`config.mk`:
```
export PLATFORM = sky130hd
export DESIGN_NAME = can_bit_timing_search
export DESIGN_NICKNAME = d
export VERILOG_FILES = /design/src/hdl/cbts_pkg.sv /design/src/hdl/cbts_ctrl.sv /design/src/hdl/cbts_dp.sv /design/src/hdl/can_bit_timing_search.sv
export SDC_FILE = /design/constraint.sdc
export NUM_CORES = 1
export LEC_CHECK = 0
export BUFFER_PORTS_ARGS = -buffer_cell sky130_fd_sc_hd__buf_4
export CAP_MARGIN = 5
export CORE_MARGIN = 2
export CORE_UTILIZATION = 45
export DETAILED_ROUTE_END_ITERATION = 12
export HOLD_SLACK_MARGIN = 0.06
export PLACE_DENSITY = 0.69
export SYNTH_ARGS = -nofsm -noshare
export SYNTH_HDL_FRONTEND = slang
export SYNTH_SLANG_ARGS = --single-unit
```
`constraint.sdc`:
```
create_clock -name clk -period 27.6 [get_ports clk]
set_input_delay 5.52 -clock clk [delete_from_list [all_inputs] [get_ports clk]]
set_output_delay 5.52 -clock clk [all_outputs]
set_load 0.05 [all_outputs]
```
`src/hdl/cbts_pkg.sv`:
```
// types and constants shared by the can bit timing search modules
package cbts_pkg;

    localparam int RATE_W  = 20;
    localparam int OSC_W   = 26;
    localparam int SJW_W   = 3;
    localparam int PROP_W  = 4;
    localparam int TDEL_W  = 2;
    localparam int SEG_W   = 8;
    localparam int TOT_W   = 10;
    localparam int CFG_IDX_W = 2;

    localparam logic [CFG_IDX_W-1:0] CFG_START_SJW    = 2'd0;
    localparam logic [CFG_IDX_W-1:0] CFG_START_PROP   = 2'd1;
    localparam logic [CFG_IDX_W-1:0] CFG_START_TDELAY = 2'd2;

    typedef struct packed {
        logic [RATE_W-1:0] bit_rate;
        logic [OSC_W-1:0]  osc_freq;
    } in_item_t;

    typedef struct packed {
        logic        found;
        logic [5:0]  prescaler;
        logic [7:0]  quanta_per_bit;
        logic [2:0]  jump_width;
        logic [3:0]  prop_len;
        logic [4:0]  phase1_len;
        logic [5:0]  phase2_len;
    } out_item_t;

    typedef struct packed {
        logic load;
        logic b_init;
        logic b_next;
        logic div_load;
        logic div_step;
        logic hit;
        logic seg_init;
        logic shrink;
        logic grow;
        logic found_set;
    } dp_cmd_t;

    typedef struct packed {
        logic rate_zero;
        logic too_big;
        logic div_last;
        logic div_hit;
        logic b_last;
        logic can_shrink;
        logic pass_ok;
        logic stop_after;
    } dp_stat_t;

endpackage

```
`src/hdl/cbts_ctrl.sv`:
```
// controller state machine of the can bit timing search
module cbts_ctrl (
    input  logic               clk,
    input  logic               rst_n,
    input  logic               start,
    input  cbts_pkg::dp_stat_t stat,
    output cbts_pkg::dp_cmd_t  cmd,
    output logic               busy,
    output logic               done
);

    localparam logic [3:0] ST_IDLE   = 4'd0;
    localparam logic [3:0] ST_PINIT  = 4'd1;
    localparam logic [3:0] ST_PCHK   = 4'd2;
    localparam logic [3:0] ST_PDIV   = 4'd3;
    localparam logic [3:0] ST_PEVAL  = 4'd4;
    localparam logic [3:0] ST_SINIT  = 4'd5;
    localparam logic [3:0] ST_SHRINK = 4'd6;
    localparam logic [3:0] ST_TEST   = 4'd7;
    localparam logic [3:0] ST_DONE   = 4'd8;

    logic [3:0] state_reg, state_next;

    always_ff @(posedge clk or negedge rst_n)
    begin
        if (!rst_n)
        begin
            state_reg <= ST_IDLE;
        end
        else
        begin
            state_reg <= state_next;
        end
    end

    always_comb
    begin
        state_next = state_reg;
        cmd = '0;
        case (state_reg)
            ST_IDLE:
            begin
                if (start)
                begin
                    cmd.load = 1'b1;
                    state_next = ST_PINIT;
                end
            end
            ST_PINIT:
            begin
                cmd.b_init = 1'b1;
                state_next = stat.rate_zero ? ST_SINIT : ST_PCHK;
            end
            ST_PCHK:
            begin
                if (stat.too_big)
                begin
                    cmd.b_next = 1'b1;
                    state_next = stat.b_last ? ST_SINIT : ST_PCHK;
                end
                else
                begin
                    cmd.div_load = 1'b1;
                    state_next = ST_PDIV;
                end
            end
            ST_PDIV:
            begin
                cmd.div_step = 1'b1;
                if (stat.div_last)
                begin
                    state_next = ST_PEVAL;
                end
            end
            ST_PEVAL:
            begin
                if (stat.div_hit)
                begin
                    cmd.hit = 1'b1;
                    state_next = ST_SINIT;
                end
                else
                begin
                    cmd.b_next = 1'b1;
                    state_next = stat.b_last ? ST_SINIT : ST_PCHK;
                end
            end
            ST_SINIT:
            begin
                cmd.seg_init = 1'b1;
                state_next = ST_SHRINK;
            end
            ST_SHRINK:
            begin
                if (stat.can_shrink)
                begin
                    cmd.shrink = 1'b1;
                end
                else
                begin
                    state_next = ST_TEST;
                end
            end
            ST_TEST:
            begin
                if (stat.pass_ok)
                begin
                    cmd.found_set = 1'b1;
                    state_next = ST_DONE;
                end
                else
                begin
                    cmd.grow = 1'b1;
                    if (stat.stop_after)
                    begin
                        state_next = ST_DONE;
                    end
                end
            end
            ST_DONE:
            begin
                state_next = ST_IDLE;
            end
            default:
            begin
                state_next = ST_IDLE;
            end
        endcase
    end

    assign busy = (state_reg != ST_IDLE);
    assign done = (state_reg == ST_DONE);

endmodule

```
`src/hdl/cbts_dp.sv`:
```
// datapath of the can bit timing search: prescaler divider and segment registers
module cbts_dp #(
    parameter int PRESCALER_LIMIT = 63,
    parameter int SEARCH_PASSES   = 30
) (
    input  logic                         clk,
    input  cbts_pkg::dp_cmd_t            cmd,
    input  cbts_pkg::in_item_t           in_item,
    input  logic [cbts_pkg::SJW_W-1:0]   cfg_sjw,
    input  logic [cbts_pkg::PROP_W-1:0]  cfg_prop,
    input  logic [cbts_pkg::TDEL_W-1:0]  cfg_tdel,
    output cbts_pkg::dp_stat_t           stat,
    output cbts_pkg::out_item_t          result
);

    localparam int BW = $clog2(PRESCALER_LIMIT + 1);
    localparam int DW = cbts_pkg::RATE_W + BW + 1;
    localparam int SW = DW + 7;
    localparam int PW = $clog2(SEARCH_PASSES + 1);
    localparam int RW = cbts_pkg::OSC_W;
    localparam int TW = cbts_pkg::TOT_W;

    logic [cbts_pkg::RATE_W-1:0] rate_reg;
    logic [RW-1:0]               osc_reg;
    logic [BW-1:0]               b_reg;
    logic [DW-1:0]               d_reg;
    logic [SW-1:0]               ds_reg;
    logic [RW-1:0]               rem_reg;
    logic [7:0]                  q_reg;
    logic [2:0]                  cnt_reg;
    logic [BW-1:0]               presc_reg;
    logic [7:0]                  tbit_reg;
    logic [cbts_pkg::SJW_W-1:0]  sjw_reg;
    logic [cbts_pkg::PROP_W-1:0] prop_reg;
    logic [cbts_pkg::TDEL_W-1:0] tdel_reg;
    logic [cbts_pkg::SEG_W-1:0]  ps1_reg;
    logic [cbts_pkg::SEG_W-1:0]  ps2_reg;
    logic [PW-1:0]               pass_reg;
    logic                        found_reg;

    logic [DW-1:0]  rate2;
    logic [DW+8:0]  d_hi;
    logic           rem_ge;
    logic [TW-1:0]  c1, c2, total, tbit_x;
    logic [17:0]    c2_100, tot_59, tot_71;
    logic signed [15:0] t1, a1, a2, e1, e2;

    assign rate2 = {{(DW-cbts_pkg::RATE_W-1){1'b0}}, rate_reg, 1'b0};
    assign d_hi  = {1'b0, d_reg, 8'd0};
    assign rem_ge = ({{(SW-RW){1'b0}}, rem_reg} >= ds_reg);

    always_ff @(posedge clk)
    begin
        if (cmd.load)
        begin
            rate_reg <= in_item.bit_rate;
            osc_reg  <= in_item.osc_freq;
            presc_reg <= '0;
            tbit_reg  <= '0;
        end
        if (cmd.b_init)
        begin
            b_reg <= BW'(1);
            d_reg <= rate2;
        end
        if (cmd.b_next)
        begin
            b_reg <= b_reg + BW'(1);
            d_reg <= d_reg + rate2;
        end
        if (cmd.div_load)
        begin
            rem_reg <= osc_reg;
            ds_reg  <= {d_reg, 7'd0};
            q_reg   <= '0;
            cnt_reg <= '0;
        end
        if (cmd.div_step)
        begin
            if (rem_ge)
            begin
                rem_reg <= rem_reg - ds_reg[RW-1:0];
            end
            q_reg   <= {q_reg[6:0], rem_ge};
            ds_reg  <= ds_reg >> 1;
            cnt_reg <= cnt_reg + 3'd1;
        end
        if (cmd.hit)
        begin
            presc_reg <= b_reg;
            tbit_reg  <= q_reg;
        end
        if (cmd.seg_init)
        begin
            sjw_reg   <= cfg_sjw;
            prop_reg  <= cfg_prop;
            tdel_reg  <= cfg_tdel;
            ps1_reg   <= '0;
            ps2_reg   <= {{(cbts_pkg::SEG_W-cbts_pkg::SJW_W){1'b0}}, cfg_sjw}
                         + cbts_pkg::SEG_W'(1);
            pass_reg  <= PW'(SEARCH_PASSES);
            found_reg <= 1'b0;
        end
        if (cmd.shrink)
        begin
            if (tdel_reg > 2'd1)
            begin
                tdel_reg <= tdel_reg - 2'd1;
            end
            else if (prop_reg > 4'd1)
            begin
                prop_reg <= prop_reg - 4'd1;
            end
            else
            begin
                sjw_reg <= sjw_reg - 3'd1;
                if (ps2_reg > {{(cbts_pkg::SEG_W-cbts_pkg::SJW_W){1'b0}}, sjw_reg})
                begin
                    ps2_reg <= ps2_reg - cbts_pkg::SEG_W'(1);
                end
            end
        end
        if (cmd.grow)
        begin
            if (e1 < e2)
            begin
                ps1_reg <= ps1_reg + cbts_pkg::SEG_W'(1);
            end
            else
            begin
                ps2_reg <= ps2_reg + cbts_pkg::SEG_W'(1);
            end
            pass_reg <= pass_reg - PW'(1);
        end
        if (cmd.found_set)
        begin
            found_reg <= 1'b1;
        end
    end

    // segment sums and the sample point window
    assign c1     = TW'(prop_reg) + TW'(ps1_reg);
    assign c2     = c1 + TW'(1);
    assign total  = c2 + TW'(ps2_reg);
    assign tbit_x = TW'(tbit_reg);
    assign c2_100 = 18'(c2) * 18'd100;
    assign tot_59 = 18'(total) * 18'd59;
    assign tot_71 = 18'(total) * 18'd71;
    assign t1 = 16'(total + TW'(1)) * 16'sd13;
    assign a1 = 16'(c2 + TW'(1)) * 16'sd20 - t1;
    assign a2 = 16'(c2) * 16'sd20 - t1;
    assign e1 = a1[15] ? -a1 : a1;
    assign e2 = a2[15] ? -a2 : a2;

    always_comb
    begin
        stat.rate_zero  = (rate_reg == '0);
        stat.too_big    = ({{(DW+9-RW){1'b0}}, osc_reg} >= d_hi);
        stat.div_last   = (cnt_reg == 3'd7);
        stat.div_hit    = (rem_reg == '0) && (q_reg != 8'd0);
        stat.b_last     = (b_reg == BW'(PRESCALER_LIMIT));
        stat.can_shrink = (tbit_x < total)
                          && ((tdel_reg > 2'd1) || (prop_reg > 4'd1) || (sjw_reg > 3'd1));
        stat.pass_ok    = (c1 >= TW'(ps2_reg)) && (c2_100 > tot_59) && (c2_100 < tot_71)
                          && (c1 >= TW'(tdel_reg)) && (total == tbit_x);
        stat.stop_after = (pass_reg == PW'(1)) || (total > tbit_x);
    end

    always_comb
    begin
        result.found          = found_reg;
        result.prescaler      = 6'(presc_reg);
        result.quanta_per_bit = tbit_reg;
        result.jump_width     = sjw_reg;
        result.prop_len       = prop_reg;
        result.phase1_len     = ps1_reg[4:0];
        result.phase2_len     = ps2_reg[5:0];
    end

endmodule

```
`src/hdl/can_bit_timing_search.sv`:
```
// top level of the can bit timing search: config registers, controller, datapath
//
// usage
//   command channel: drive in_item and raise start; the item is taken at an
//   edge where start is high and busy is low. busy stays high until the
//   result is shown.
//   result channel: out_item is valid for exactly one cycle while done is
//   high; the receiver cannot stall it and must take it in that cycle.
//   config channel: cfg_valid with cfg_index and cfg_data; cfg_ready is
//   always high. index 0 start_sjw, 1 start_prop_seg, 2 start_tdelay;
//   other indexes are ignored. write only while busy is low.
// search
//   the prescaler scan skips each prescaler whose quotient would exceed
//   255, else runs an 8 step restoring divider and then checks the result.
//   segment search: shrink steps, then adjust passes; up to 22 shrink
//   steps at the largest start values; one item at a time.
// reset
//   rst_n clears the controller to idle and loads the register defaults
//   (sjw 1, propagation 2, tdelay 1); no result is pending after reset.
module can_bit_timing_search #(
    parameter int PRESCALER_LIMIT = 63,
    parameter int SEARCH_PASSES   = 30
) (
    input  logic                              clk,
    input  logic                              rst_n,
    input  logic                              start,
    output logic                              busy,
    input  cbts_pkg::in_item_t                in_item,
    output logic                              done,
    output cbts_pkg::out_item_t               out_item,
    input  logic                              cfg_valid,
    output logic                              cfg_ready,
    input  logic [cbts_pkg::CFG_IDX_W-1:0]    cfg_index,
    input  logic [7:0]                        cfg_data
);

    logic [cbts_pkg::SJW_W-1:0]  sjw_cfg_reg;
    logic [cbts_pkg::PROP_W-1:0] prop_cfg_reg;
    logic [cbts_pkg::TDEL_W-1:0] tdel_cfg_reg;

    cbts_pkg::dp_cmd_t  cmd;
    cbts_pkg::dp_stat_t stat;

    assign cfg_ready = 1'b1;

    // configuration registers, masked to field width
    always_ff @(posedge clk or negedge rst_n)
    begin
        if (!rst_n)
        begin
            sjw_cfg_reg  <= 3'd1;
            prop_cfg_reg <= 4'd2;
            tdel_cfg_reg <= 2'd1;
        end
        else if (cfg_valid)
        begin
            case (cfg_index)
                cbts_pkg::CFG_START_SJW:    sjw_cfg_reg  <= cfg_data[2:0];
                cbts_pkg::CFG_START_PROP:   prop_cfg_reg <= cfg_data[3:0];
                cbts_pkg::CFG_START_TDELAY: tdel_cfg_reg <= cfg_data[1:0];
                default:
                begin
                end
            endcase
        end
    end

    // sequencer for prescaler scan, shrink steps and adjust passes
    cbts_ctrl u_ctrl (
        .clk   (clk),
        .rst_n (rst_n),
        .start (start),
        .stat  (stat),
        .cmd   (cmd),
        .busy  (busy),
        .done  (done)
    );

    // divider, segment registers and pass tests
    cbts_dp #(
        .PRESCALER_LIMIT (PRESCALER_LIMIT),
        .SEARCH_PASSES   (SEARCH_PASSES)
    ) u_dp (
        .clk      (clk),
        .cmd      (cmd),
        .in_item  (in_item),
        .cfg_sjw  (sjw_cfg_reg),
        .cfg_prop (prop_cfg_reg),
        .cfg_tdel (tdel_cfg_reg),
        .stat     (stat),
        .result   (out_item)
    );

endmodule

```
==> flow_metrics.py, run 1 <==
metrics = {
    "outcome": {
        "outcome": "finished clean",
    },
    "critical_path": {
        "critPathSlowestCell": "xor2_1",
        "critPathMaxStageDelay_ps": 770,
        "startpoint_type": "flop",
        "r2r_cells": 44,
        "cp.arrival_ps": 12480,
        "r2r-end": "u_dp.ps1_reg[5]",
        "cp-startpoint": "u_dp.prop_reg[0]",
        "criticalPathCategory": "reg -> reg",
        "r2r_slack_ps": 15530,
        "rr_startpoint": "u_dp.prop_reg[0]",
        "cp.required_ps": 28010,
        "endpoint_kind": "flop",
        "critPathMaxFanout": 15,
    },
    "floorplanning": {
        "die_area_sq_um": 48400,
        "core_region_area_sq_um": 46300,
        "start_util_pct": 45.4,
        "fp.dieW_um": 220,
        "num_rows": 79,
        "die_y_um": 220,
        "io_pins": 96,
    },
    "final_layout": {
        "largest_reg_flops": 34,
        "final_cell_mix": "ha_1 (340), inv_1 (270), nand2_1 (165)",
        "fin_nets": 2838,
        "fin_area_sq_um": 23100,
        "multi_input_area_sq_um": 14100,
        "syn2layout_area_growth_pct": 9.94,
        "final_common_cell": "ha_1",
        "drive_gt1_share_pct": 8.42,
        "seq_area_sq_um": 5620,
        "num-fill-cells": 4302,
    },
    "cts": {
        "cts-root-buf": "clkbuf_16",
        "cts.htree.levels": 1,
        "clk_pin_slew_worst_paths_ps": 60,
        "cts-hold-fix-buffers": 0,
        "cts.sinks": 207,
        "cts_inserted_buffers": 21,
        "insertion_delay_ps": 530,
        "clockBufferDepth": 3,
        "cts_resized": 0,
        "cts_tree": "yes",
        "cts_setup_buffers": 0,
    },
    "synth": {
        "synthFlopType": "edfxtp_1",
        "syn_inst": 2299,
        "synth_cell_type_count": 94,
        "avgSynthCellArea_sq_um": 9.13,
        "syn-cell-area_sq_um": 21000,
        "yosysWarnings": 0,
        "ys_seq_area_share_pct": 26.8,
        "async_flop_share_pct": 6.28,
        "ys_ff_latch": 207,
        "synth_edf_count": 141,
    },
    "detailed_routing": {
        "drc_errors": 0,
        "viasPerCell": 5.59,
        "ant_nets": 0,
        "first_pass_iters": 8,
        "dr_total_vias": 16800,
        "wire_per_inst_um": 16.7,
        "drtIter0Drc": 820,
        "routed_wl_um": 50100,
    },
    "global_routing": {
        "grt_pass1_vias": 16600,
        "antenna_found_initial": 4,
        "grt_use_total_pct": 20.8,
        "grt_overflow": 0,
        "grt_pass1_wl_um": 81900,
        "grt_max_degree": 57,
    },
    "sta": {
        "slew-limit-headroom_pct": 17.6,
        "setup_slack_ps": 15530,
        "period_needed_ps": 12070,
        "rsz0062_at_grt": "false",
        "clock_skew_ps": 25.4,
        "fin_crit_sh_pct": 43.7,
        "tns_ps": 0,
        "finalHoldViolations": 0,
        "maxSlewViolCount": 0,
        "setup_viol": 0,
        "tightest_slew_ps": 1240,
        "max_freq_mhz": 82.9,
    },
    "hold_path": {
        "holdCritStartpoint": "tdel_cfg_reg[1]",
        "worstHoldPathType": "reg -> reg",
        "holdPathEnd": "tdel_cfg_reg[1]",
        "whs_path_depth": 1,
    },
    "placement": {
        "gp_congestion": 0.925,
        "port_buffers": 90,
        "dp_hpwl_um": 40700,
        "pre_cts_slack_ps": 15640,
        "postPlaceCellArea_sq_um": 22300,
    },
    "run": {
        "maxCapViolCount": 0,
    },
}
[per-layer routing]
metal | GRT usage [%] | share of wire (%)
met1 | 24.9 | 42
met2 | 38.2 | 51
met3 | 2.21 | 4.1
met4 | 7.70 | 3.5
met5 | 0 | 0.056
[worst max path at each step]
stage	endpoint	slack (ps)	depth (start not counted)
floorplan	u_dp.ps1_reg[6]	17190	48
global placement	u_dp.ps1_reg[6]	15640	47
detailed placement	u_dp.ps1_reg[6]	15640	47
CTS	u_dp.ps1_reg[6]	15540	47
global route	u_dp.ps1_reg[6]	14590	44
finish	u_dp.ps1_reg[5]	15530	44
[cell families after synthesis]
kind of cell / Yosys count / synth area share [%]
XOR/XNOR: 181 / 7.83
other: 2 / 0.0358
buffers and inverters: 321 / 6.06
flip-flops: 207 / 26.8
AND/OR/NAND/NOR: 634 / 15.0
multiplexers: 82 / 4.00
AO/OA/AOI/OAI: 479 / 14.9
adder cells (fa/ha/maj): 393 / 25.3
[synthesized netlist by cell type (all sizes together) (8+ instances only)]
cell      n  area share [%]
ha      340              20
inv     272             4.9
nand2   166             3.0
nor2    150             2.7
a21oi   141             3.4
edfxtp  141              20
o21ai   108             2.6
xnor2   106             4.5
xor2     73             3.1
mux2i    68             3.2
dfxtp    53             5.1
fa       53             5.1
a21o     52             1.9
nand3    45             1.1
and2     40             1.2
nor3     35            0.88
nand2b   34             1.0
nor2b    30            0.89
o21a     29             1.0
nand4    28            0.83
nor4     27            0.80
buf      25            0.76
clkbuf   24            0.43
a211oi   23            0.82
a31oi    19            0.57
and3     18            0.54
o21bai   18            0.66
or3      17            0.51
mux2     14            0.75
or2      14            0.42
a21boi   13            0.48
dfrtp    10             1.2
o211ai    8            0.38
o31ai     8            0.31
[per-stage QoR]
step | instances | utilization, % | hold WS (ps)
CTS | 3007 | 49.9 | 509
global route | 3007 | 49.9 | 532
detailed placement | 2969 | 48.3 | 485
finish | 3008 | 49.9 | 510
global placement | 2969 | 48.3 | 469
floorplan | 2303 | - | 451
[critical path: cells and delay by family, from the launching register on]
kind | cells | cell delay, ps
AOI/OAI and AO/OA | 13 | 3220
xor gates and xnor gates | 4 | 1500
buffers and inverters | 7 | 1010
DFF | 1 | 430
and+or+nand+nor | 9 | 1690
muxes | 1 | 150
adders and majority gates | 10 | 3960
[area by class of cell]
type	instances	share of cell area [%]
sequential	207	24.4
multi-input combinational	1775	61.3
clock buffer	22	2.29
antenna	1	0.0108
tap	607	3.29
clock inverter	16	0.819
timing repair buffer	108	3.51
inverter	272	4.43
Power of run 1 is not shown: default switching activity piles up to over one toggle a cycle in this logic, so the estimate is an artifact.
==> inputs of run 2 (changes only) <==
- PLACE_DENSITY: 0.69 -> 0.72
- clock period: 27.6 -> 11.1 ns (I/O delays scaled with it)
==> run 2 against run 1 <==
  * Utilization grew 0.88 points
  * Final cell count rose by 1.4%
  * Clock-buffer cell count up 7
  * Clock skew decreased by 5.0 ps
  * Via count up 0.59%
  * Wire length grew 2.1%
  * Sequential cell count is the same
  * Setup slack got worse by 15000 ps
==> flow_metrics.py, run 2 (same netlist as run 1, synthesis figures left out) <==
metrics = {
    "hold_path": {
        "worstHoldPathType": "reg -> reg",
        "holdPathEnd": "u_dp.ps1_reg[0]",
        "holdCritStartpoint": "u_dp.ps1_reg[0]",
        "whs_path_depth": 1,
    },
    "detailed_routing": {
        "first_pass_iters": 6,
        "viasPerCell": 5.55,
        "routed_wl_um": 51200,
        "ant_nets": 0,
        "wire_per_inst_um": 16.8,
        "dr_total_vias": 16900,
        "drtIter0Drc": 959,
        "drc_errors": 0,
    },
    "critical_path": {
        "endpoint_kind": "flop",
        "r2r_cells": 47,
        "r2r-end": "u_dp.ps1_reg[5]",
        "cp.arrival_ps": 10810,
        "cp.required_ps": 11510,
        "startpoint_type": "flop",
        "criticalPathCategory": "reg -> reg",
        "cpMostUsedCell": "ha_1",
        "critPathSlowestCell": "fa_1",
        "crit_family": "compound AO/OA/AOI/OAI gates",
        "critPathMaxStageDelay_ps": 570,
        "r2r_slack_ps": 700,
        "critPathMaxFanout": 8,
        "cp_num_buf_inv": 7,
        "rr_startpoint": "u_dp.ps1_reg[0]",
    },
    "floorplanning": {
        "die_y_um": 220,
        "num_rows": 79,
        "io_pins": 96,
        "start_util_pct": 45.4,
        "die_area_sq_um": 48400,
        "fp.dieW_um": 220,
        "core_region_area_sq_um": 46300,
    },
    "sta": {
        "maxSlewViolCount": 0,
        "setup_slack_ps": 697,
        "clock_skew_ps": 20.4,
        "fin_crit_sh_pct": 93.7,
        "tightest_slew_ps": 1260,
        "finalHoldViolations": 0,
        "finalHoldWorstSlack_ps": 500,
        "max_freq_mhz": 96.1,
        "setup_viol": 0,
        "slew-limit-headroom_pct": 16.3,
        "period_needed_ps": 10400,
    },
    "cts": {
        "clk_pin_slew_worst_paths_ps": 60,
        "clockBufferDepth": 3,
        "cts_tree": "yes",
        "insertion_delay_ps": 530,
        "cts.htree.levels": 1,
        "cts-root-buf": "clkbuf_16",
        "cts.sinks": 207,
        "cts_inserted_buffers": 22,
    },
    "global_routing": {
        "grt_use_total_pct": 21.1,
        "grt_pass1_vias": 17000,
        "antenna_found_initial": 4,
        "grt_pass1_wl_um": 83000,
        "grt_overflow": 0,
        "grt_max_degree": 57,
    },
    "final_layout": {
        "largest_reg_flops": 34,
        "drive_gt1_share_pct": 10.4,
        "fin_nets": 2878,
        "syn2layout_area_growth_pct": 11.9,
        "final_cell_mix": "ha_1 (340), inv_1 (270), nand2_1 (165)",
        "final_common_cell": "ha_1",
    },
    "run": {
        "maxCapViolCount": 0,
    },
    "placement": {
        "pre_cts_slack_ps": 240,
        "dp_hpwl_um": 41900,
        "port_buffers": 90,
        "gp_congestion": 0.977,
    },
    "outcome": {
        "outcome": "finished clean",
    },
}
-- run 2: cell types whose count changed in the layout (fill, tap and decap cells not counted), sizes merged --
cell	previous run	this run
clkbuf	22	29
buf	108	147
clkinvlp	1	3
diode	1	2
inv	274	272
clkinv	9	6
bufinv	4	2
-- run 2: how the worst max path moves through the flow --
stage | to | start | cells after the start | slack, ps
after global placement | u_dp.ps1_reg[6] | u_dp.prop_reg[0] | 48 | 430
after detailed placement | u_dp.ps1_reg[5] | u_dp.prop_reg[0] | 47 | 240
after global routing | u_dp.ps2_reg[4] | u_dp.ps1_reg[0] | 50 | -40
final | u_dp.ps1_reg[5] | u_dp.ps1_reg[0] | 47 | 700
after CTS | u_dp.ps1_reg[5] | u_dp.ps1_reg[0] | 49 | 180
after floorplan | u_dp.ps1_reg[6] | u_dp.prop_reg[0] | 48 | 690
-- run 2: stage by stage --
stage	util, %	TNS (ps)	std cells	area, sq um
after floorplan	-	0	2303	21000
final	50.7	0	3050	23500
after global placement	48.9	0	3006	22600
after CTS	50.6	0	3046	23400
after detailed placement	48.9	0	3006	22600
after global routing	50.7	-50.7	3048	23500
-- run 2: timing repair --
item / in CTS / in global routing
resized for setup: 0 / 12
setup buffers: 0 / 2
endpoints found under the setup margin: 0 / 16
endpoints found under the hold margin: 0 / 0
hold buffers: 0 / 0
-- run 2: layer usage --
layer / wire [um] / up-vias / global-route usage, %
li1: - / 8383 / -
met1: 21000 / 8032 / 24.4
met2: 26300 / 393 / 40.0
met3: 2100 / 113 / 2.36
met4: 1800 / 4 / 7.45
met5: 27 / - / 0
-- run 2: worst reg2reg max path: cells and delay by family (launching register included) --
| kind | cells | cell delay (ps) |
|---|---|---|
| multiplexers | 1 | 160 |
| adder cells (fa/ha/maj) | 9 | 2970 |
| XOR/XNOR | 3 | 560 |
| AND/OR/NAND/NOR | 13 | 2400 |
| AO/OA/AOI/OAI | 14 | 2980 |
| buffers and inverters | 7 | 830 |
| flip-flops | 1 | 380 |
-- run 2: layout make-up --
| type | instances | area (sq um) |
|---|---|---|
| multi-input combinational | 1775 | 14200 |
| clock inverter | 11 | 120 |
| sequential | 207 | 5630 |
| tap | 607 | 759 |
| clock buffer | 29 | 628 |
| fill | 4227 | 22800 |
| antenna | 2 | 5.00 |
| inverter | 272 | 1020 |
| timing repair buffer | 147 | 1120 |
Power of run 2 is left out for the same reason.
==> inputs of run 3 (changes only) <==
- GPL_TIMING_DRIVEN: default -> 0
- SYNTH_HIERARCHICAL: default -> 1
==> run 3 against run 2 <==
  * Maximum frequency decreased by 1.4%
  * Sequential cell count unchanged
  * First-iteration DRC count increased by 2.4%
  * Utilization increased by 0.93 points
  * Worst hold slack got worse by 3.3 ps
  * Synthesized cell count increased by 0.17%
  * Register-to-register slack got worse by 150 ps
  * Die area increased by 0.43%
  * Critical path type unchanged
==> flow_metrics.py, run 3 <==
metrics = {
    "cts": {
        "cts_inserted_buffers": 22,
        "clk_pin_slew_worst_paths_ps": 70,
        "cts.sinks": 207,
        "cts_tree": "yes",
        "insertion_delay_ps": 530,
        "clockBufferDepth": 3,
        "cts.htree.levels": 1,
        "cts-hold-fix-buffers": 0,
        "cts-root-buf": "clkbuf_16",
    },
    "sta": {
        "clock_skew_ps": 30.0,
        "maxSlewViolCount": 0,
        "slew-limit-headroom_pct": 25.8,
        "period_needed_ps": 10560,
        "finalHoldViolations": 0,
        "tns_ps": 0,
        "fin_crit_sh_pct": 95.1,
        "tightest_slew_ps": 1110,
        "setup_viol": 0,
        "max_freq_mhz": 94.7,
    },
    "detailed_routing": {
        "drtIter0Drc": 982,
        "dr_total_vias": 17300,
        "routed_wl_um": 52600,
        "drc_errors": 0,
        "first_pass_iters": 5,
        "wire_per_inst_um": 17.1,
        "ant_nets": 0,
        "viasPerCell": 5.63,
    },
    "synth": {
        "synth_top_area_cell": "ha_1",
        "ys_seq_area_share_pct": 26.7,
        "synthFlopType": "edfxtp_1",
        "syn_inst": 2303,
        "yosysWarnings": 6,
        "yosys-top-cells-area": "ha_1 (20%), edfxtp_1 (20%), fa_1 (5.1%), dfxtp_1 (5.0%), inv_1 (4.8%)",
        "synth_most_common_cell": "ha_1",
        "synth_cell_type_count": 92,
        "synthTopCellsByCount": "ha_1 (340), inv_1 (269), edfxtp_1 (141)",
        "yosys.area.top_type_share_pct": 20.2,
        "async_flop_share_pct": 6.28,
        "syn-cell-area_sq_um": 21100,
        "synth_edf_count": 141,
        "avgSynthCellArea_sq_um": 9.15,
        "ys_ff_latch": 207,
    },
    "final_layout": {
        "seq_area_sq_um": 5630,
        "drive_gt1_share_pct": 11.7,
        "largest_reg_flops": 34,
        "final_common_cell": "ha_1",
        "final_util_pct": 51.7,
        "multi_input_area_sq_um": 14600,
        "syn2layout_area_growth_pct": 13.7,
        "final_cell_mix": "ha_1 (338), inv_1 (268), edfxtp_1 (141)",
        "num-fill-cells": 4087,
        "diodes": 0,
        "fin_nets": 2899,
    },
    "global_routing": {
        "grt_pass1_vias": 17000,
        "antenna_found_initial": 0,
        "grt_max_degree": 47,
        "grt_use_total_pct": 21.4,
        "grt_overflow": 0,
        "grt_pass1_wl_um": 83900,
    },
    "critical_path": {
        "critPathSlowestCell": "or4b_2",
        "cp.required_ps": 11490,
        "cp_num_buf_inv": 9,
        "criticalPathCategory": "reg -> reg",
        "crit_family": "adder cells",
        "cp.arrival_ps": 10950,
        "cpMostUsedCell": "ha_1",
        "startpoint_type": "flop",
        "critPathMaxFanout": 10,
        "critPathMaxStageDelay_ps": 600,
        "endpoint_kind": "flop",
    },
    "run": {
        "maxCapViolCount": 0,
    },
    "floorplanning": {
        "io_pins": 96,
        "start_util_pct": 45.5,
        "die_y_um": 220,
        "die_area_sq_um": 48600,
        "num_rows": 79,
        "core_region_area_sq_um": 46400,
        "fp.dieW_um": 220,
    },
    "outcome": {
        "outcome": "finished clean",
    },
    "hold_path": {
        "worstHoldPathType": "reg -> reg",
    },
    "placement": {
        "dp_hpwl_um": 42100,
        "gp_congestion": 0.930,
        "port_buffers": 90,
    },
}
## run 3: cell count changes after synthesis, moves of 12 or more
cell,delta
mux2_2,+29
mux2i_1,-44
nand2_1,-33
nor2_1,-36
nor2b_1,+16
nor3_1,+12
o21ai_0,+28
## run 3: kinds of logic after synthesis
| group | synth area share (%) |
|---|---|
| simple gates | 15.2 |
| compound gates | 15.9 |
| fa+ha+maj | 25.3 |
| buf+inv | 6.15 |
| flops | 26.7 |
| xor+xnor | 7.31 |
| mux | 3.46 |
| other cells | 0.0356 |
## run 3: per-layer routing
| metal | track usage (%) | vias to the layer above | share of wire (%) |
|---|---|---|---|
| li1 | - | 8505 | - |
| met1 | 26.2 | 8292 | 43 |
| met2 | 39.2 | 393 | 50 |
| met3 | 1.24 | 96 | 3.4 |
| met4 | 8.28 | 0 | 3.5 |
| met5 | 0 | - | 0 |
## run 3: stage by stage
step | worst slack (ps) | std cells | instance area [sq um] | hold slack (ps)
after floorplan | 430 | 2308 | 21100 | 427
after global placement | -1790 | 3005 | 22500 | 486
after detailed placement | -2030 | 3006 | 22600 | 488
after CTS | 31.2 | 3052 | 23600 | 499
after global routing | -42.7 | 3068 | 24000 | 528
final | 545 | 3068 | 24000 | 497
## run 3: worst paths after layout
path / slack, ps / to / cells after the start / from
max: 540 / u_dp/ps2_reg[7] / 46 / u_dp/ps1_reg[0]
min: 500 / u_dp/found_reg / 1 / u_dp/found_reg
max reg2reg: 540 / u_dp/ps2_reg[7] / 46 / u_dp/ps1_reg[0]
min reg2reg: 500 / u_dp/found_reg / 1 / u_dp/found_reg
max in group asynchronous: 9290 / tdel_cfg_reg[0] / 1 / rst_n
min in group asynchronous: 1550 / prop_cfg_reg[3] / 1 / rst_n
## run 3: timing repair
action                     CTS  global route
gates resized for setup     30            37
hold endpoints to repair     0             0
pin swaps                    4             6
setup buffers                6            16
setup endpoints to repair   18            21
## run 3: final cells by class
class                   instances  share of cell area, %
multi-input cells            1776                   60.8
plain buffers                  55                   1.20
clock buffers                  27                   2.42
well taps                     607                   3.17
clock inverters                13                   1.01
inverters                     270                   4.25
repair buffers                113                   3.65
flip-flops and latches        207                   23.5
Power of run 3 is left out for the same reason.
